**src/assert_macros.svh**
```systemverilog
// Assertion macros shared by the search block RTL.
`ifndef ASSERT_MACROS_SVH
`define ASSERT_MACROS_SVH

// Property that must hold at every clock edge out of reset.
`define ASSERT_AT(lbl, clk, rst_n, prop, msg) \
	lbl: assert property (@(posedge clk) disable iff (!rst_n) (prop)) else $error(msg);

// Same-cycle implication.
`define ASSERT_IMPL(lbl, clk, rst_n, ante, cons, msg) \
	lbl: assert property (@(posedge clk) disable iff (!rst_n) (ante) |-> (cons)) else $error(msg);

// Next-cycle implication.
`define ASSERT_NEXT(lbl, clk, rst_n, ante, cons, msg) \
	lbl: assert property (@(posedge clk) disable iff (!rst_n) (ante) |=> (cons)) else $error(msg);

`endif

```
**src/lws_pkg.sv**
```systemverilog
// Types and constants of the lookahead waypoint search block.
package lws_pkg;

	localparam int COORD_W   = 32;
	localparam int OP_W      = 2;
	localparam int STATUS_W  = 2;
	localparam int OUT_IDX_W = 10;
	localparam int LA_W      = 20;
	localparam int LD_W      = 2 * LA_W;
	localparam int SQ_W      = 2 * COORD_W;
	localparam int DIST_W    = SQ_W + 1;

	localparam logic [LA_W-1:0] LA_RESET = 20'd1024;

	typedef enum logic [OP_W-1:0] {
		OP_CLEAR  = 2'd0,
		OP_APPEND = 2'd1,
		OP_QUERY  = 2'd2
	} op_t;

	typedef enum logic [STATUS_W-1:0] {
		STAT_OK    = 2'd0,
		STAT_EMPTY = 2'd1,
		STAT_FULL  = 2'd2
	} status_t;

	typedef enum logic [1:0] {
		S_IDLE,
		S_MIN,
		S_AHEAD,
		S_RESP
	} state_t;

	// Control that travels with each point read through the distance pipe.
	typedef struct packed {
		logic vld;
		logic last;
	} scan_tag_t;

endpackage

```
**src/lws_dist_pipe.sv**
```systemverilog
// Squared distance pipeline: align, absolute difference, square, sum.
module lws_dist_pipe import lws_pkg::*; #(
	parameter int IDX_W = 10
) (
	input  logic                      clk,
	input  logic                      arst_n,
	input  scan_tag_t                 tag_in,
	input  logic [IDX_W-1:0]          idx_in,
	input  logic signed [COORD_W-1:0] pt_east,
	input  logic signed [COORD_W-1:0] pt_north,
	input  logic signed [COORD_W-1:0] pos_east,
	input  logic signed [COORD_W-1:0] pos_north,
	output scan_tag_t                 tag_out,
	output logic [IDX_W-1:0]          idx_out,
	output logic [DIST_W-1:0]         dist_out
);

	scan_tag_t          tag_s1, tag_s2, tag_s3, tag_s4;
	logic [IDX_W-1:0]   idx_s1, idx_s2, idx_s3, idx_s4;
	logic [COORD_W:0]   diff_e, diff_n, neg_e, neg_n;
	logic [COORD_W-1:0] mag_e_s2, mag_n_s2;
	logic [SQ_W-1:0]    sq_e_s3, sq_n_s3;
	logic [DIST_W-1:0]  dist_s4;

	// Advance the tags alongside the data
	always_ff @(posedge clk or negedge arst_n) begin
		if (!arst_n) begin
			tag_s1 <= '0;
			tag_s2 <= '0;
			tag_s3 <= '0;
			tag_s4 <= '0;
		end else begin
			tag_s1 <= tag_in;
			tag_s2 <= tag_s1;
			tag_s3 <= tag_s2;
			tag_s4 <= tag_s3;
		end
	end

	// Differences, sign-extended by one bit so they cannot overflow
	always_comb begin
		diff_e = {pt_east[COORD_W-1], pt_east} - {pos_east[COORD_W-1], pos_east};
		diff_n = {pt_north[COORD_W-1], pt_north} - {pos_north[COORD_W-1], pos_north};
		neg_e  = -diff_e;
		neg_n  = -diff_n;
	end

	// Magnitude, square, sum
	always_ff @(posedge clk) begin
		idx_s1   <= idx_in;
		idx_s2   <= idx_s1;
		idx_s3   <= idx_s2;
		idx_s4   <= idx_s3;
		mag_e_s2 <= diff_e[COORD_W] ? neg_e[COORD_W-1:0] : diff_e[COORD_W-1:0];
		mag_n_s2 <= diff_n[COORD_W] ? neg_n[COORD_W-1:0] : diff_n[COORD_W-1:0];
		sq_e_s3  <= SQ_W'(mag_e_s2) * SQ_W'(mag_e_s2);
		sq_n_s3  <= SQ_W'(mag_n_s2) * SQ_W'(mag_n_s2);
		dist_s4  <= DIST_W'(sq_e_s3) + DIST_W'(sq_n_s3);
	end

	assign tag_out  = tag_s4;
	assign idx_out  = idx_s4;
	assign dist_out = dist_s4;

endmodule
```
**config.mk**
```make
export PLATFORM = sky130hd
export DESIGN_NAME = lws_dist_pipe
export DESIGN_NICKNAME = d
export VERILOG_FILES = /design/src/assert_macros.svh /design/src/lws_pkg.sv /design/src/lws_dist_pipe.sv
export SDC_FILE = /design/constraint.sdc
export NUM_CORES = 2
export LEC_CHECK = 0
export BUFFER_PORTS_ARGS = -buffer_cell sky130_fd_sc_hd__buf_4
export CAP_MARGIN = 20
export CORE_AREA = 5 5 399 696
export DETAILED_ROUTE_END_ITERATION = 8
export DIE_AREA = 0 0 404 701
export PLACE_DENSITY = 0.51
export SYNTH_ARGS = -nofsm -noshare
export SYNTH_HDL_FRONTEND = slang
export SYNTH_SLANG_ARGS = --single-unit
```
**constraint.sdc**
```tcl
create_clock -name clk -period 10.36 [get_ports clk]
set_clock_uncertainty 0.15 [all_clocks]
set_input_delay 0.518 -clock clk [delete_from_list [all_inputs] [get_ports clk]]
set_output_delay 0.518 -clock clk [all_outputs]
set_load 0.01 [all_outputs]
```
==> flow_summary.ini <==
[run_status]
status = finished clean

[floorplanning]
die_width_um = 404
die_h_um = 701
start_util_pct = 26.9
rows = 253
num_io_pins = 219
die_area_um2 = 283000
core_um2 = 271000

[timing]
setup_tns_ns = 0
maxSlewViolCount = 0
max_freq_ghz = 0.108
finalCritPeriodShare_pct = 89.2
hold_viol = 0
period_minus_slack_ns = 9.24
grt_setup_unrepaired = false
tightestPinTransition_ns = 1.11
slew_headroom_pct = 25.8
setup_viol = 0

[setup_path]
path_class = flip-flop to flip-flop
start_kind = flip-flop
crit_required_ns = 10.75
crit_fanout = 36
cp-end-kind = flip-flop
arrival_ns = 9.63

[routing]
drc = 0
drt_iter0_drc = 2170
drt_wl_total_um = 229000
detail_route.wl_per_cell_um = 19.8
drt_pass1_iterations = 5
postRouteAntennaNets = 0
dr_total_vias = 52700
vias_per_cell = 4.56

[synthesis]
synth-seq-cells = 303
synthCells = 7827
netlist_area_um2 = 72900
synth_nets = 10300
syn_area_per_cell_um2 = 9.32
synth-edff-count = 0
synth_warnings = 0
yosysSeqAreaShare_pct = 8.37
synthArstFlopShare_pct = 2.64
yosysUniqueCellTypes = 101
synth_flop_cell = dfxtp_1

[placed_design]
numPortBuffers = 218
gp_congestion = 0.914
dp.final_hpwl_um = 197000

[clock_network]
ctsLongestPathBuffers = 3
cts_buffers = 41
clock_latency_ns = 0.69
clk_root_buffer_cell = clkbuf_16
path_clk_slew_ns = 0.07
cts_tree = done
cts.sinks = 303
htree_levels = 2

[layout]
layout_commonest_cell = inv_1
mostFrequentLayoutCells = inv_1, fa_1, ha_1
drive_gt1_share_pct = 6.26
post-route-util_pct = 29.7
nets = 10400
area_delta_synth_final_pct = 10.4

[run]
maxCapViolCount = 0

[hold_path]
hp-class = input port to flip-flop

[global_routing]
grt_overflow = 0
grt_use_met1_pct = 16.6
grt_max_degree = 41
grt_usage_pct = 16.2
grt_busiest_layer = met2
use_met3_pct = 1.55
grt_use_met2_pct = 31.7
grt_pass1_vias = 61100
antenna_found_initial = 12
grt_first_pass_wirelength_um = 352000
-- timing repair --
item	4_1_cts	5_1_grt
hold buffers	14	0
gates resized for setup	0	0
endpoints found under the hold margin	20	0
buffers inserted	0	0
-- cell families (layout without fill, tap and decap cells) --
family | Yosys count | in the layout | synth area share, %
compound gates | 876 | 876 | 8.00
xor+xnor | 351 | 351 | 4.22
fa+ha+maj | 2310 | 2310 | 56.0
buf+inv | 2323 | 2482 | 12.0
flops | 303 | 303 | 8.37
mux | 16 | 16 | 0.228
other cells | 0 | 3 | 0
simple gates | 1648 | 1648 | 11.2
-- synthesized netlist by cell type, drive strengths merged, types with 13 or more instances --
cell type | count | area (um2)
xnor2 | 226 | 1980
o21ai | 146 | 734
o211ai | 18 | 135
or2 | 18 | 113
nand2b | 26 | 163
nand4 | 39 | 250
nand2 | 649 | 2440
xor2 | 125 | 1090
nor3 | 43 | 220
o21a | 29 | 218
and3 | 26 | 168
nor2b | 40 | 250
fa | 1588 | 31800
a21oi | 245 | 1230
a211oi | 32 | 245
clkbuf | 253 | 962
a21o | 162 | 1220
nand3 | 58 | 290
and2 | 455 | 2850
a31oi | 44 | 275
or3 | 13 | 88.8
nor2 | 221 | 830
and4 | 18 | 158
a31o | 28 | 245
ha | 722 | 9030
o31ai | 16 | 120
dfxtp | 295 | 5910
inv | 2056 | 7720
o21bai | 36 | 270
-- metal layers --
layer / up-vias / share of wire [%] / wire [um]
li1: 23900 / - / -
met1: 27000 / 35 / 79600
met2: 1296 / 55 / 126000
met3: 545 / 3.3 / 7460
met4: 2 / 7.0 / 16100
met5: - / 0.0057 / 13
-- final timing paths --
kind,startpoint,endpoint,slack (ns),cells past startpoint
min in group asynchronous,arst_n,tag_s2[1],0.68,3
setup / recovery,mag_n_s2[3],sq_n_s3[63],1.12,27
hold / removal,pos_east[0],mag_e_s2[0],0.08,3
max in group asynchronous,arst_n,tag_out[0],9.12,3
setup reg to reg,mag_n_s2[3],sq_n_s3[63],1.12,27
hold reg to reg,idx_s3[4],idx_out[4],0.16,0
-- metrics by stage --
| stage | std cells | hold slack (ns) | instance area [um2] | worst slack, ns |
|---|---|---|---|---|
| 3_3_place_gp | 11500 | 0.160 | 78900 | 0.964 |
| 4_1_cts | 11600 | 0.0240 | 80500 | 1.10 |
| 3_5_place_dp | 11500 | 0.162 | 78900 | 1.08 |
| 5_1_grt | 11600 | 0.0883 | 80500 | 0.805 |
| 6_report | 11600 | 0.0815 | 80500 | 1.12 |
| 2_1_floorplan | 7827 | 0.0724 | 72900 | 2.29 |
-- critical path, cell delays in order (launching register included) --
cell and delay [ns]:
dfxtp_2 0.88, nand2_1 0.25, xor2_1 0.22, ha_1 0.19
o21bai_1 0.17, fa_1 0.55, inv_1 0.05, fa_1 0.48
fa_1 0.54, inv_1 0.06, fa_1 0.50, inv_1 0.06
fa_1 0.55, inv_1 0.06, fa_1 0.40, fa_1 0.47
ha_1 0.43, nand2_1 0.12, nor2b_1 0.13, o2111ai_1 0.11
o21ai_1 0.68, a21oi_1 0.37, o41a_1 0.52, o31a_1 0.39
o31a_1 0.38, o21ai_0 0.18, a21oi_1 0.10, xnor2_1 0.13
-- cell type report --
class	instances	area [um2]
fill	28700	190000
multi-input combinational	5201	58100
inverter	2058	7720
sequential	303	6120
tap	3570	4470
timing repair buffer	349	2680
clock buffer	51	1120
clock inverter	24	337
antenna	3	7.51
-- state kept, by name (all words and copies together) (netlist names) --
signal    count
idx_s3       10
mag_n_s2     32
sq_n_s3      63
idx_out      10
idx_s1       10
tag_s2        2
tag_s3        2
tag_out       2
tag_s1        2
sq_e_s3      63
mag_e_s2     32
dist_out     65
idx_s2       10
Power is left out: the tool's default activity adds up to more than one toggle a clock period on the data nets, which glitch-free logic cannot reach.
